[src/rtl/core/scn_pkg.sv]
`default_nettype none

package scn_pkg;

  // Input command codes.
  localparam logic [1:0] CMD_DEC_BYTE  = 2'd0;
  localparam logic [1:0] CMD_DEC_EMPTY = 2'd1;
  localparam logic [1:0] CMD_ENCODE    = 2'd2;

  // Result status codes.
  localparam logic [1:0] ST_OK        = 2'd0;
  localparam logic [1:0] ST_OVERFLOW  = 2'd1;
  localparam logic [1:0] ST_NONMINIMAL = 2'd2;

  // Result kinds.
  localparam logic KIND_DEC = 1'b0;
  localparam logic KIND_ENC = 1'b1;

  // Configuration register indexes.
  localparam logic REG_MAX_SIZE = 1'b0;
  localparam logic REG_REQ_MIN  = 1'b1;

  localparam logic [3:0] MAX_SIZE_RESET = 4'd4;
  localparam logic       REQ_MIN_RESET  = 1'b1;
  localparam logic [3:0] COUNT_SAT      = 4'd15;

  // Which result the output register takes this cycle.
  typedef enum logic [2:0] {
    LD_NONE,
    LD_DEC,
    LD_DEC_ZERO,
    LD_ENC_BYTE,
    LD_ENC_EXTRA,
    LD_ENC_EMPTY
  } load_sel_t;

  typedef struct packed {
    logic      take;
    load_sel_t load;
  } ctrl_cmd_t;

  typedef struct packed {
    logic can_load;
    logic mag_zero;
    logic rest_zero;
    logic top_bit;
  } dp_status_t;

endpackage

`default_nettype wire

[src/rtl/core/scn_ctrl.sv]
`default_nettype none

module scn_ctrl (
  input  wire logic               clk,
  input  wire logic               rst,
  input  wire logic               in_valid,
  input  wire logic [1:0]         in_cmd,
  input  wire logic               in_last,
  input  wire scn_pkg::dp_status_t sts,
  output scn_pkg::ctrl_cmd_t      ctl,
  output logic                    in_stall
);

  typedef enum logic [2:0] {
    IDLE,
    DEC_FIN,
    DEC_EMPTY,
    ENC_RUN,
    ENC_EXTRA
  } state_t;

  state_t state, state_next;

  always_ff @(posedge clk) begin
    if (rst) begin
      state <= IDLE;
    end else begin
      state <= state_next;
    end
  end

  assign in_stall = (state != IDLE);

  always_comb begin
    state_next = state;
    ctl.take   = in_valid && (state == IDLE);
    ctl.load   = scn_pkg::LD_NONE;
    case (state)
      IDLE: begin
        if (ctl.take) begin
          case (in_cmd)
            scn_pkg::CMD_DEC_BYTE: begin
              if (in_last) state_next = DEC_FIN;
            end
            scn_pkg::CMD_DEC_EMPTY: state_next = DEC_EMPTY;
            scn_pkg::CMD_ENCODE:    state_next = ENC_RUN;
            default:                state_next = IDLE;
          endcase
        end
      end
      DEC_FIN: begin
        if (sts.can_load) begin
          ctl.load   = scn_pkg::LD_DEC;
          state_next = IDLE;
        end
      end
      DEC_EMPTY: begin
        if (sts.can_load) begin
          ctl.load   = scn_pkg::LD_DEC_ZERO;
          state_next = IDLE;
        end
      end
      ENC_RUN: begin
        if (sts.can_load) begin
          if (sts.mag_zero) begin
            ctl.load   = scn_pkg::LD_ENC_EMPTY;
            state_next = IDLE;
          end else begin
            ctl.load = scn_pkg::LD_ENC_BYTE;
            if (sts.rest_zero) state_next = sts.top_bit ? ENC_EXTRA : IDLE;
          end
        end
      end
      ENC_EXTRA: begin
        if (sts.can_load) begin
          ctl.load   = scn_pkg::LD_ENC_EXTRA;
          state_next = IDLE;
        end
      end
      default: state_next = IDLE;
    endcase
  end

endmodule

`default_nettype wire

[src/rtl/core/scn_dp.sv]
`default_nettype none

module scn_dp #(
  parameter int VALUE_BYTES = 8
) (
  input  wire logic               clk,
  input  wire logic               rst,
  input  wire scn_pkg::ctrl_cmd_t ctl,
  output scn_pkg::dp_status_t     sts,
  input  wire logic               cfg_valid,
  input  wire logic               cfg_index,
  input  wire logic [3:0]         cfg_data,
  input  wire logic [1:0]         cmd,
  input  wire logic [7:0]         data_byte,
  input  wire logic               last_in,
  input  wire logic [63:0]        value_in,
  input  wire logic               out_stall,
  output logic                    out_valid,
  output logic                    kind,
  output logic [63:0]             value_out,
  output logic [31:0]             value_sat32,
  output logic [1:0]              status,
  output logic [7:0]              out_byte,
  output logic                    byte_valid,
  output logic                    last_out
);

  localparam int ACC_W = VALUE_BYTES * 8;

  logic [3:0]       max_size;
  logic             req_min;
  logic [ACC_W-1:0] acc, acc_next;
  logic [3:0]       cnt, cnt_inc;
  logic [7:0]       prev;
  logic [7:0]       last_byte;
  logic [63:0]      mag;
  logic             neg;

  // Configuration registers.
  always_ff @(posedge clk) begin
    if (rst) begin
      max_size <= scn_pkg::MAX_SIZE_RESET;
      req_min  <= scn_pkg::REQ_MIN_RESET;
    end else if (cfg_valid) begin
      case (cfg_index)
        scn_pkg::REG_MAX_SIZE: max_size <= cfg_data;
        scn_pkg::REG_REQ_MIN:  req_min  <= cfg_data[0];
        default: ;
      endcase
    end
  end

  // Merge the incoming byte into its lane; bytes past the last lane are dropped.
  always_comb begin
    acc_next = acc;
    for (int i = 0; i < VALUE_BYTES; i++) begin
      if (cnt == 4'(i)) acc_next[i*8 +: 8] = acc[i*8 +: 8] | data_byte;
    end
  end

  assign cnt_inc = (cnt == scn_pkg::COUNT_SAT) ? scn_pkg::COUNT_SAT : cnt + 4'd1;

  // Final decode evaluation from the stored run.
  logic [3:0]       limit;
  logic [ACC_W-1:0] dec_mag;
  logic [63:0]      dec_mag64, dec_val, dec_res;
  logic [1:0]       dec_status;
  logic [31:0]      dec_sat;

  assign limit = (max_size < 4'(VALUE_BYTES)) ? max_size : 4'(VALUE_BYTES);

  always_comb begin
    dec_mag = acc;
    for (int i = 0; i < VALUE_BYTES; i++) begin
      if (cnt == 4'(i + 1)) dec_mag[i*8 + 7] = 1'b0;
    end
    dec_mag64 = 64'(dec_mag);
    dec_val   = last_byte[7] ? (64'd0 - dec_mag64) : dec_mag64;
    if (cnt > limit) begin
      dec_status = scn_pkg::ST_OVERFLOW;
    end else if (req_min && (last_byte[6:0] == 7'd0) && ((cnt <= 4'd1) || !prev[7])) begin
      dec_status = scn_pkg::ST_NONMINIMAL;
    end else begin
      dec_status = scn_pkg::ST_OK;
    end
    dec_res = (dec_status == scn_pkg::ST_OK) ? dec_val : 64'd0;
    if (dec_res[63] && !(&dec_res[63:31])) begin
      dec_sat = 32'h8000_0000;
    end else if (!dec_res[63] && (|dec_res[63:31])) begin
      dec_sat = 32'h7fff_ffff;
    end else begin
      dec_sat = dec_res[31:0];
    end
  end

  // Decode run state and encode magnitude shifter.
  always_ff @(posedge clk) begin
    if (rst) begin
      acc  <= '0;
      cnt  <= '0;
      prev <= '0;
    end else if (ctl.take && (cmd == scn_pkg::CMD_DEC_BYTE)) begin
      acc <= acc_next;
      cnt <= cnt_inc;
      if (!last_in) prev <= data_byte;
    end else if ((ctl.take && (cmd == scn_pkg::CMD_DEC_EMPTY)) ||
                 (ctl.load == scn_pkg::LD_DEC)) begin
      acc  <= '0;
      cnt  <= '0;
      prev <= '0;
    end
  end

  always_ff @(posedge clk) begin
    if (ctl.take && (cmd == scn_pkg::CMD_DEC_BYTE)) last_byte <= data_byte;
    if (ctl.take && (cmd == scn_pkg::CMD_ENCODE)) begin
      neg <= value_in[63];
      mag <= value_in[63] ? (64'd0 - value_in) : value_in;
    end else if (ctl.load == scn_pkg::LD_ENC_BYTE) begin
      mag <= mag >> 8;
    end
  end

  assign sts.can_load  = !out_valid || !out_stall;
  assign sts.mag_zero  = (mag == 64'd0);
  assign sts.rest_zero = (mag[63:8] == 56'd0);
  assign sts.top_bit   = mag[7];

  // Output register.
  logic        kind_next;
  logic [63:0] value_out_next;
  logic [31:0] value_sat32_next;
  logic [1:0]  status_next;
  logic [7:0]  out_byte_next;
  logic        byte_valid_next;
  logic        last_out_next;

  always_ff @(posedge clk) begin
    if (rst) begin
      out_valid <= 1'b0;
    end else if (ctl.load != scn_pkg::LD_NONE) begin
      out_valid <= 1'b1;
    end else if (!out_stall) begin
      out_valid <= 1'b0;
    end
  end

  always_comb begin
    kind_next        = scn_pkg::KIND_ENC;
    value_out_next   = 64'd0;
    value_sat32_next = 32'd0;
    status_next      = scn_pkg::ST_OK;
    out_byte_next    = 8'd0;
    byte_valid_next  = 1'b0;
    last_out_next    = 1'b1;
    case (ctl.load)
      scn_pkg::LD_DEC: begin
        kind_next        = scn_pkg::KIND_DEC;
        value_out_next   = dec_res;
        value_sat32_next = dec_sat;
        status_next      = dec_status;
      end
      scn_pkg::LD_DEC_ZERO: kind_next = scn_pkg::KIND_DEC;
      scn_pkg::LD_ENC_BYTE: begin
        byte_valid_next = 1'b1;
        if (sts.rest_zero && !mag[7]) begin
          out_byte_next = {neg, mag[6:0]};
        end else begin
          out_byte_next = mag[7:0];
          last_out_next = 1'b0;
        end
      end
      scn_pkg::LD_ENC_EXTRA: begin
        byte_valid_next = 1'b1;
        out_byte_next   = {neg, 7'd0};
      end
      default: ;
    endcase
  end

  always_ff @(posedge clk) begin
    if (ctl.load != scn_pkg::LD_NONE) begin
      kind        <= kind_next;
      value_out   <= value_out_next;
      value_sat32 <= value_sat32_next;
      status      <= status_next;
      out_byte    <= out_byte_next;
      byte_valid  <= byte_valid_next;
      last_out    <= last_out_next;
    end
  end

endmodule

`default_nettype wire

[src/rtl/core/script_number_codec_top.sv]
`default_nettype none

// Channel   Direction  Handshake             Payload
// in        input      in_valid / in_stall   cmd, data_byte, last_in, value_in
// out       output     out_valid / out_stall kind, value_out, value_sat32, status,
//                                            out_byte, byte_valid, last_out
// cfg       input      cfg_valid / cfg_ready cfg_index, cfg_data
//
// A decode byte that is not the last one is taken while the controller stays idle, so
// the next byte can follow without a wait. The last byte is gathered, then evaluated
// for length, minimality, sign and saturation into the output register once that can
// load. An encode captures the magnitude, then emits up to nine bytes from the single
// byte-serial shifter as the output register can load; the input stalls meanwhile.
// Reset (synchronous, rst high) restores max_size 4 and require_minimal 1 and clears
// the open number. A stalled result holds in the output register and the block waits.
//
// The design is split into a controller state machine (scn_ctrl) that sequences each
// transaction and a datapath (scn_dp) that holds the decode accumulator, the encode
// shifter, the configuration registers and the output register. The output register
// decouples the two sides, so a new input transaction is taken while a finished result
// still waits, as long as the controller is idle.

module script_number_codec_top #(
  parameter int VALUE_BYTES = 8
) (
  input  wire logic               clk,
  input  wire logic               rst,
  // Input channel.
  input  wire logic               in_valid,
  output logic                    in_stall,
  input  wire logic [1:0]         cmd,
  input  wire logic [7:0]         data_byte,
  input  wire logic               last_in,
  input  wire logic signed [63:0] value_in,
  // Output channel.
  output logic                    out_valid,
  input  wire logic               out_stall,
  output logic                    kind,
  output logic signed [63:0]      value_out,
  output logic signed [31:0]      value_sat32,
  output logic [1:0]              status,
  output logic [7:0]              out_byte,
  output logic                    byte_valid,
  output logic                    last_out,
  // Configuration channel. Writes are always accepted.
  input  wire logic               cfg_valid,
  output logic                    cfg_ready,
  input  wire logic               cfg_index,
  input  wire logic [3:0]         cfg_data
);

  scn_pkg::ctrl_cmd_t  ctl;
  scn_pkg::dp_status_t sts;

  assign cfg_ready = 1'b1;

  // The controller only decides when a transaction is taken and which result the
  // output register loads; all arithmetic lives in the datapath.
  scn_ctrl u_ctrl (
    .clk      (clk),
    .rst      (rst),
    .in_valid (in_valid),
    .in_cmd   (cmd),
    .in_last  (last_in),
    .sts      (sts),
    .ctl      (ctl),
    .in_stall (in_stall)
  );

  scn_dp #(
    .VALUE_BYTES (VALUE_BYTES)
  ) u_dp (
    .clk         (clk),
    .rst         (rst),
    .ctl         (ctl),
    .sts         (sts),
    .cfg_valid   (cfg_valid && cfg_ready),
    .cfg_index   (cfg_index),
    .cfg_data    (cfg_data),
    .cmd         (cmd),
    .data_byte   (data_byte),
    .last_in     (last_in),
    .value_in    (value_in),
    .out_stall   (out_stall),
    .out_valid   (out_valid),
    .kind        (kind),
    .value_out   (value_out),
    .value_sat32 (value_sat32),
    .status      (status),
    .out_byte    (out_byte),
    .byte_valid  (byte_valid),
    .last_out    (last_out)
  );

endmodule

`default_nettype wire

[config.mk]
export PLATFORM = sky130hd
export DESIGN_NAME = script_number_codec_top
export DESIGN_NICKNAME = d
export VERILOG_FILES = /design/src/rtl/core/scn_pkg.sv /design/src/rtl/core/scn_ctrl.sv /design/src/rtl/core/scn_dp.sv /design/src/rtl/core/script_number_codec_top.sv
export SDC_FILE = /design/constraint.sdc
export NUM_CORES = 1
export LEC_CHECK = 0
export ABC_AREA = 1
export BUFFER_PORTS_ARGS = -buffer_cell sky130_fd_sc_hd__buf_2
export CORE_ASPECT_RATIO = 0.8
export CORE_MARGIN = 2
export CORE_UTILIZATION = 40
export DETAILED_ROUTE_END_ITERATION = 8
export GPL_TIMING_DRIVEN = 0
export PLACE_DENSITY = 0.58
export REMOVE_ABC_BUFFERS = 1
export SYNTH_ARGS = -nofsm -noshare
export SYNTH_HDL_FRONTEND = slang
export SYNTH_SLANG_ARGS = --single-unit
[constraint.sdc]
create_clock -name clk -period 13.7 [get_ports clk]
set_input_delay 2.74 -clock clk [delete_from_list [all_inputs] [get_ports clk]]
set_output_delay 2.74 -clock clk [all_outputs]
set_load 0.02 [all_outputs]
==> results of run 1 <==
-- where the power goes --
part / internal [mW] / total [mW] / switching [mW]
sequential: 1.22 / 1.32 / 0.102
clock: 0.511 / 0.843 / 0.332
combinational: 0.719 / 2.47 / 1.75
total: 2.45 / 4.63 / 2.18
-- flip-flops by register name, indices dropped and copies added (netlist names), 2 cells and up --
signal / count
u_dp.status: 2
u_dp.out_byte: 8
u_dp.value_sat32: 32
u_dp.cnt: 4
u_dp.acc: 64
u_ctrl.state: 3
u_dp.last_byte: 8
u_dp.max_size: 4
u_dp.value_out: 64
u_dp.mag: 64
-- area by class of cell --
type	count	share of cell area [%]
diodes	3	0.04245
well taps	487	3.446
flip-flops and latches	260	39.73
repair buffers	205	6.905
inverters	202	4.295
clock buffers	33	4.302
clock inverters	20	1.479
multi-input cells	1438	39.80
-- per-layer routing --
layer	wire length [um]	global-route usage, %	vias up	part of all wire (%)
met5	7	0	-	0.015
met1	23610	36.43	6320	52
met2	18510	33.44	401	41
met4	568	3.716	2	1.3
li1	-	-	6889	-
met3	2708	3.212	44	6.0
-- cell usage after synthesis (4+ instances only) --
cell type / n
nor2_1: 348
buf_2: 8
buf_4: 6
buf_1: 16
o21ai_1: 9
nand3b_1: 7
edfxtp_1: 182
xor2_1: 40
inv_2: 10
nand3_1: 126
o21ai_0: 94
nor3_1: 50
a21oi_1: 132
o32ai_1: 5
clkinv_1: 6
nand2_1: 437
buf_6: 8
a31oi_1: 4
nand4_1: 38
ha_1: 15
nor4_1: 30
nor2_2: 11
dfxtp_1: 78
nand2_2: 12
or2_2: 9
clkbuf_1: 37
nand3_2: 12
inv_1: 186
nand2_4: 6
xnor2_1: 10
o31ai_1: 7
-- worst max-delay path: stages (launching register included) --
cell and delay [ns]:
dfxtp_1 0.72, ha_1 0.35, nand3_1 0.10, o211ai_1 0.09
o21ai_0 0.15, nand2_1 0.74, inv_2 1.23, nand3_1 0.55
inv_1 0.15, nand2_1 0.06, nor2_1 0.08, nand2_1 0.06
nor2_1 0.23, nand2_1 0.14, nand2_1 0.10, nand2_2 0.36
nor2_1 0.25
-- cell usage in the layout (no fill, tap or decap), types with 3 or more instances in the layout --
master	synthesis	final
nand2_1	437	434
nor2_1	348	347
buf_2	8	195
inv_1	186	186
edfxtp_1	182	182
a21oi_1	132	132
nand3_1	126	126
o21ai_0	94	94
dfxtp_1	78	78
nor3_1	50	50
xor2_1	40	40
nand4_1	38	38
nor4_1	30	30
clkbuf_16	0	29
ha_1	15	15
nand2_2	12	14
nand3_2	12	12
nor2_2	11	11
xnor2_1	10	10
or2_2	9	9
inv_2	10	9
o21ai_1	9	9
clkinv_1	6	8
clkinv_2	0	8
nand3b_1	7	7
o31ai_1	7	7
nand2_4	6	7
bufinv_16	0	6
buf_16	0	6
o32ai_1	5	5
nor2_4	3	4
a31oi_1	4	4
buf_12	0	4
diode_2	0	3
nand3_4	3	3
nand4_2	3	3
a21boi_1	3	3
-- logic make-up (layout without fill, tap and decap cells) --
| family | after synthesis | after routing | share of synthesized area, % |
|---|---|---|---|
| fa+ha+maj | 15 | 15 | 1.235 |
| xor+xnor | 50 | 50 | 2.883 |
| simple gates | 1106 | 1106 | 32.58 |
| buf+inv | 278 | 460 | 7.552 |
| compound gates | 266 | 266 | 9.471 |
| other cells | 1 | 4 | 0.02468 |
| flops | 260 | 260 | 46.25 |
-- worst max path at each step --
stage,to,slack (ns),cells after the start
floorplan,u_dp.byte_valid,5.64,3
global placement,u_dp.value_out[25],3.38,4
detailed placement,u_dp.mag[56],7.32,7
CTS,u_dp.mag[62],7.92,7
global route,u_dp.value_sat32[9],7.64,16
finish,u_dp.value_sat32[9],8.13,16
==> impl_metrics.env, run 1 <==
export IMPL_clock_sinks=260
export IMPL_synth_area_leaders="edfxtp_1, nand2_1, dfxtp_1"
export IMPL_start_kind="flop"
export IMPL_hold_violations=0
export IMPL_powerDensity_mw_per_mm2=262.0
export IMPL_initialDrtViolationCount=1232
export IMPL_numPortBuffers=195
export IMPL_ys_seq_elements=260
export IMPL_row_count=63
export IMPL_drv_slew=0
export IMPL_clk_pin_slew_worst_paths_ns=0.06
export IMPL_status="finished, final reports clean"
export IMPL_synth_distinct_cells=54
export IMPL_gr_total_overflow=0
export IMPL_dr_pass1_iters=6
export IMPL_clock_skew_ns=0.01263
export IMPL_synth_edff_count=182
export IMPL_min_delay_path_depth=2
export IMPL_area_delta_synth_final_pct=16.41
export IMPL_r2r_end="u_dp.value_sat32[9]"
export IMPL_root_buffer="clkbuf_16"
export IMPL_rsz0062_at_grt="no"
export IMPL_hpwl_mm=34.00
export IMPL_drc=0
export IMPL_insertion_delay_ns=0.57
export IMPL_grt_max_degree=109
export IMPL_post_cts_resized=0
export IMPL_tns_ns=0
export IMPL_reg2regPathDepth=16
export IMPL_die_area_sq_mm=0.03957
export IMPL_hold_ws_ns=0.4596
export IMPL_cp_max_fo=65
export IMPL_drtAntennaViolNets=0
export IMPL_dpl_cell_area_sq_mm=0.01663
export IMPL_cts_buffer_depth=3
export IMPL_crit_required_ns=14.10
export IMPL_dpl_cell_count=2591
export IMPL_fin_crit_sh_pct=40.66
export IMPL_async_reset_ff_share_pct=0
export IMPL_grt_pass1_wl_mm=71.59
export IMPL_final_cells=2648
export IMPL_power_leakage_nw=7.807
export IMPL_final_seq_area_sq_mm=0.007027
export IMPL_cts_hold_buf=0
export IMPL_nFillCells=3761
export IMPL_drive_above_1_share_pct=15.66
export IMPL_fin_util_pct=47.43
export IMPL_crit_type="flop to flop"
export IMPL_setup_ws_ns=8.130
export IMPL_rrSetupSlack_ns=8.13
export IMPL_grt_antenna_before_repair=4
export IMPL_finalWeightedCongestion=0.9489
export IMPL_tightest_slew_ns=1.225
export IMPL_synth_area_leader_cell="edfxtp_1"
export IMPL_numCtsBuffers=29
export IMPL_seq_area_frac_synth_pct=46.25
export IMPL_setup_viol=0
export IMPL_coreArea_sq_mm=0.03728
export IMPL_io_pins=197
export IMPL_vdd_ir_drop_worst_v=0.0001272
export IMPL_initial_utilization_pct=40.75
export IMPL_final_nets=2236
export IMPL_design_area_sq_mm=0.01768
export IMPL_ctsHtreeMaxLevel=1
export IMPL_hp_class="flop to flop"
export IMPL_end_kind="flop"
export IMPL_r2r_start="u_dp.cnt[2]"
export IMPL_fmax_mhz=179.5
export IMPL_maxCapViolCount=0
export IMPL_crit_start="u_dp.cnt[2]"
export IMPL_yosys_area_top_type_share_pct=35.97
export IMPL_min_from="u_dp.max_size[0]"
export IMPL_syn_mean_instance_area_sq_um=7.688
export IMPL_dieHeight_um=178.3
export IMPL_wl_per_cell_um=17.15
export IMPL_cts_tree="built"
export IMPL_syn_inst=1976
export IMPL_slew_headroom_pct=18.24
export IMPL_post_cts_buffers=0
export IMPL_wl_mm=45.40
export IMPL_pre_cts_slack_ns=7.317
export IMPL_grt_pass1_vias=12540
export IMPL_min_period_ns=5.570
export IMPL_crit_arrival_ns=5.97
export IMPL_vias_per_cell=5.157
export IMPL_vias=13660
export IMPL_fp_dieW_um=221.9
export IMPL_synthesis_area_sq_mm=0.01519
export IMPL_yosysWarnings=0
export IMPL_ys_flop_type="edfxtp_1"
export IMPL_multi_input_area_sq_mm=0.007038
export IMPL_power_mw=4.634
export IMPL_grt_usage_pct=23.02
export IMPL_hold_end="u_dp.max_size[0]"
(Power assumes the default switching activity.)
==> run 2: changes to the inputs <==
Settings changed: PLACE_DENSITY 0.58 to 0.6.
Clock period 13.7 ns to 5.1 ns, I/O delays scaled along.
==> impl_metrics.env, run 2 (synthesized netlist as in run 1, its figures left out) <==
export IMPL_grt_usage_pct=22.45
export IMPL_cp_slowest_cell="dfxtp_1"
export IMPL_dpl_cell_area_sq_mm=0.01663
export IMPL_vdd_ir_drop_worst_v=0.0004038
export IMPL_grt_antenna_before_repair=5
export IMPL_initial_utilization_pct=40.75
export IMPL_grt_pass1_wl_mm=69.68
export IMPL_design_area_sq_mm=0.01759
export IMPL_gr_total_overflow=0
export IMPL_insertion_delay_ns=0.57
export IMPL_crit_family="simple AND/OR/NAND/NOR gates"
export IMPL_final_nets=2236
export IMPL_clock_skew_ns=0.02211
export IMPL_hp_class="flop to flop"
export IMPL_crit_required_ns=5.51
export IMPL_cts_hold_buf=0
export IMPL_fin_crit_sh_pct=87.66
export IMPL_crit_arrival_ns=4.88
export IMPL_slew_headroom_pct=23.81
export IMPL_hold_violations=0
export IMPL_fp_dieW_um=221.9
export IMPL_grt_pass1_vias=12230
export IMPL_crit_start="u_dp.cnt[2]"
export IMPL_hpwl_mm=33.81
export IMPL_powerDensity_mw_per_mm2=694.1
export IMPL_wl_mm=45.11
export IMPL_final_cell_mix="nand2_1, nor2_1, buf_2, inv_1, edfxtp_1"
export IMPL_dr_pass1_iters=6
export IMPL_start_kind="flop"
export IMPL_crit_path_frequent_cell="nand2_1"
export IMPL_ctsHtreeMaxLevel=1
export IMPL_dpl_cell_count=2591
export IMPL_numCtsBuffers=29
export IMPL_status="finished, final reports clean"
export IMPL_end_kind="flop"
export IMPL_min_from="u_dp.acc[47]"
export IMPL_rsz0062_at_grt="no"
export IMPL_die_area_sq_mm=0.03957
export IMPL_power_share_clock_pct=16.5
export IMPL_grt_max_degree=109
export IMPL_cts_buffer_depth=3
export IMPL_numPortBuffers=195
export IMPL_finalWeightedCongestion=0.9435
export IMPL_layout_commonest_cell="nand2_1"
export IMPL_internal_power_mw=6.371
export IMPL_clock_sinks=260
export IMPL_drtAntennaViolNets=0
export IMPL_power_switching_mw=5.836
export IMPL_cts_tree="built"
export IMPL_row_count=63
export IMPL_pwr_share_seq_pct=29.1
export IMPL_drive_above_1_share_pct=15.47
export IMPL_tightest_slew_ns=1.139
export IMPL_root_buffer="clkbuf_16"
export IMPL_final_cells=2648
export IMPL_dieHeight_um=178.3
export IMPL_vias_per_cell=5.147
export IMPL_initialDrtViolationCount=1136
export IMPL_setup_viol=0
export IMPL_path_buf_inv=2
export IMPL_r2r_start="u_dp.cnt[2]"
export IMPL_vias=13630
export IMPL_drv_slew=0
export IMPL_reg_top3="u_dp.acc (64), u_dp.mag (64), u_dp.value_out (64)"
export IMPL_power_leakage_nw=7.762
export IMPL_min_period_ns=4.471
export IMPL_coreArea_sq_mm=0.03728
export IMPL_crit_type="flop to flop"
export IMPL_area_delta_synth_final_pct=15.77
export IMPL_cp_cell_sequence="ha_1 > nand3_1 > o211ai_1 > o21ai_0 > nand2_2 > inv_6 > nand3_1 > inv_1 > nand2_1 > nor2_1 > nand2_1 > nor2_1 > nand2_1 > nand2_1 > nand2_2 > nor2_1"
export IMPL_fmax_mhz=223.7
export IMPL_io_pins=197
export IMPL_wl_per_cell_um=17.03
export IMPL_clk_pin_slew_worst_paths_ns=0.06
export IMPL_cp_slowest_stage_delay_ns=0.71
export IMPL_drc=0
export IMPL_sw_frac_of_total_pct=47.81
export IMPL_cp_max_fo=65
export IMPL_p_comb_share_pct=54.4
export IMPL_maxCapViolCount=0
-- run 2: cell types whose count changed in the layout (fill, tap and decap cells not counted), moves of 2 or more --
cell | previous run | this run
bufinv_16 | 6 | 0
clkinv_2 | 8 | 4
clkinvlp_4 | 2 | 0
clkbuf_8 | 2 | 8
clkbuf_1 | 2 | 8
-- run 2: worst min-delay path, delay by kind of cell (launching register included) --
kind	cells	cell delay, ns
flops	1	0.31
compound gates	1	0.05
buf+inv	1	0.05
-- run 2: area by class of cell --
cell class	count	area (sq um)
fillers	3768	19700
multi-input cells	1438	7041
flip-flops and latches	260	7027
repair buffers	205	1221
clock buffers	45	865.8
inverters	202	764.5
well taps	487	609.3
clock inverters	9	55.05
diodes	2	5.005
-- run 2: power by group through the flow --
stage,registers [mW],logic (mW),clock network (mW)
CTS,3.56,6.58,2.06
global route,3.63,7.31,2.15
detailed placement,3.59,6.56,0
finish,3.55,6.64,2.02
floorplan,4.07,3.62,0
global placement,3.37,5.66,0
-- run 2: repair_timing --
item,CTS,global route
setup buffers,0,0
cloned,0,0
gates resized for setup,2,1
pin swaps,0,0
endpoints found under the setup margin,31,31
-- run 2: worst paths after layout --
kind                     endpoint  slack (ns)  depth (start not counted)
max          u_dp.value_sat32[25]        0.63                         16
min                  u_dp.acc[47]        0.46                          2
max reg2reg  u_dp.value_sat32[25]        0.63                         16
min reg2reg          u_dp.acc[47]        0.46                          2
-- run 2: per-layer routing --
metal  share of wire, %  routed length, um  vias up  track usage (%)
met2                 41              18330      393            32.04
li1                   -                  -     6903                -
met3                6.5               2954       55            3.805
met1                 51              23020     6275            35.31
met4                1.7                781        4            4.336
met5              0.051                 23        -                0
-- run 2: per-stage QoR --
| stage | worst slack, ns | hold WS (ns) | utilization [%] | total power [mW] | setup TNS (ns) |
|---|---|---|---|---|---|
| global placement | -3.529 | 0.4383 | 43.95 | 9.029 | -494.90 |
| detailed placement | -0.4877 | 0.4475 | 44.59 | 10.14 | -14.07 |
| CTS | 0.06956 | 0.4564 | 47.08 | 12.20 | 0 |
| finish | 0.6294 | 0.4597 | 47.17 | 12.21 | 0 |
| floorplan | -1.243 | 0.4290 | - | 7.693 | -136.59 |
| global route | 0.1726 | 0.4727 | 47.17 | 13.08 | 0 |
==> run 3: changes to the inputs <==
Settings changed: GPL_TIMING_DRIVEN 0 to unset.
==> impl_metrics.env, run 3 (synthesized netlist as in run 1, its figures left out) <==
export IMPL_status="finished, final reports clean"
export IMPL_drtAntennaViolNets=0
export IMPL_layout_commonest_cell="nand2_1"
export IMPL_final_seq_area_sq_mm=0.007027
export IMPL_clk_pin_slew_worst_paths_ns=0.06
export IMPL_insertion_delay_ns=0.58
export IMPL_row_count=63
export IMPL_min_delay_path_depth=2
export IMPL_crit_type="flop to flop"
export IMPL_r2r_start="u_dp.cnt[3]"
export IMPL_cts_hold_buf=0
export IMPL_final_cell_mix="nand2_1, nor2_1, buf_2, inv_1, edfxtp_1"
export IMPL_reg_top3="u_dp.acc (64), u_dp.mag (64), u_dp.value_out (64)"
export IMPL_crit_required_ns=5.51
export IMPL_root_buffer="clkbuf_16"
export IMPL_clock_sinks=260
export IMPL_grt_usage_pct=23.48
export IMPL_hold_end="u_dp.acc[47]"
export IMPL_pre_cts_slack_ns=1.027
export IMPL_wl_per_cell_um=17.66
export IMPL_post_cts_buffers=0
export IMPL_post_cts_resized=0
export IMPL_finalWeightedCongestion=0.9691
export IMPL_crit_arrival_ns=4.53
export IMPL_final_cells=2647
export IMPL_setup_ws_ns=0.9735
export IMPL_die_area_sq_mm=0.03957
export IMPL_dieHeight_um=178.3
export IMPL_powerDensity_mw_per_mm2=708.8
export IMPL_slew_headroom_pct=23.01
export IMPL_grt_pass1_wl_mm=72.43
export IMPL_fin_crit_sh_pct=80.91
export IMPL_fin_util_pct=47.19
export IMPL_wl_mm=46.75
export IMPL_io_pins=197
export IMPL_drv_slew=0
export IMPL_min_period_ns=4.127
export IMPL_multi_input_area_sq_mm=0.007033
export IMPL_cp_max_fo=51
export IMPL_ctsHtreeMaxLevel=1
export IMPL_clock_skew_ns=0.01820
export IMPL_reg2regPathDepth=16
export IMPL_maxCapViolCount=0
export IMPL_coreArea_sq_mm=0.03728
export IMPL_hpwl_mm=34.85
export IMPL_design_area_sq_mm=0.01759
export IMPL_gr_total_overflow=0
export IMPL_power_leakage_nw=7.769
export IMPL_drive_above_1_share_pct=15.70
export IMPL_numPortBuffers=195
export IMPL_cts_buffer_depth=3
export IMPL_dpl_cell_count=2593
export IMPL_setup_viol=0
export IMPL_start_kind="flop"
export IMPL_tightest_slew_ns=1.154
export IMPL_hold_violations=0
export IMPL_initialDrtViolationCount=1203
export IMPL_initial_utilization_pct=40.75
export IMPL_drc=0
export IMPL_r2r_end="u_dp.value_sat32[23]"
export IMPL_grt_antenna_before_repair=2
export IMPL_fmax_mhz=242.3
export IMPL_grt_pass1_vias=12470
export IMPL_vias=13660
export IMPL_hp_class="flop to flop"
export IMPL_vias_per_cell=5.160
export IMPL_final_nets=2237
export IMPL_fp_dieW_um=221.9
export IMPL_rrSetupSlack_ns=0.97
export IMPL_vdd_ir_drop_worst_v=0.0003934
export IMPL_nFillCells=3763
export IMPL_numCtsBuffers=29
export IMPL_cts_tree="built"
export IMPL_area_delta_synth_final_pct=15.80
export IMPL_rsz0062_at_grt="no"
export IMPL_min_from="u_dp.acc[47]"
export IMPL_dpl_cell_area_sq_mm=0.01651
export IMPL_grt_max_degree=108
export IMPL_dr_pass1_iters=5
export IMPL_end_kind="flop"
==> run 3: changes by cell type in the layout (fill, tap and decap cells not counted), moves of 2 or more <==
cell,before,now
clkbuf_1,8,3
buf_12,4,2
bufinv_16,0,7
inv_2,8,10
buf_4,0,9
buf_16,6,0
clkbuf_8,8,2
clkinvlp_4,0,4
inv_6,3,0
==> run 3: worst max path at each step <==
stage	startpoint	end	slack, ns
after detailed placement	u_dp.cnt[2]	u_dp.value_sat32[23]	1.03
after global placement	u_dp.cnt[2]	u_dp.value_sat32[20]	1.19
final	u_dp.cnt[3]	u_dp.value_sat32[23]	0.97
after global routing	u_dp.cnt[3]	u_dp.value_sat32[12]	0.69
after floorplan	out_stall	u_dp.byte_valid	-1.24
after CTS	u_dp.cnt[2]	u_dp.value_sat32[23]	1.01
==> run 3: per-stage QoR <==
stage	setup TNS, ns	hold slack, ns	total power [mW]
6_report	0	0.4518	12.47
3_3_place_gp	0	0.4423	10.03
2_1_floorplan	-136.59	0.4290	7.693
3_5_place_dp	0	0.4419	10.06
4_1_cts	0	0.4509	12.46
5_1_grt	0	0.4708	13.38
==> run 3: cell type report <==
type	instances	share of cell area (%)
Inverter	202	4.310
Tap cell	487	3.463
Clock buffer	35	4.488
Antenna cell	1	0.01422
Timing Repair Buffer	206	6.159
Sequential cell	260	39.94
Clock inverter	18	1.650
Multi-Input combinational cell	1438	39.98
==> run 3: worst max-delay path, stage by stage, from the launching register on <==
cell and delay (ns):
dfxtp_1 0.60, ha_1 0.34, a21oi_1 0.16, o211ai_1 0.11
o21ai_0 0.14, nand2_1 0.13, inv_2 0.69, nand3_1 0.34
inv_1 0.11, nand2_1 0.05, nor2_1 0.08, nand2_1 0.08
nor2_1 0.21, nand2_1 0.11, nand2_1 0.08, nand2_2 0.37
nor2_1 0.27
==> run 3: power by group <==
part | internal [mW] | switching [mW] | leakage (nW)
combinational | 1.78 | 4.75 | 4.88
clock | 1.46 | 0.904 | 0.519
sequential | 3.29 | 0.282 | 2.37
==> run 3: routing by layer <==
metal,vias up,share of wire [%],GRT usage (%)
met5,-,0.028,0
met1,6258,50,36.21
li1,6876,-,-
met3,52,8.5,5.370
met4,2,1.8,4.505
met2,471,39,33.29
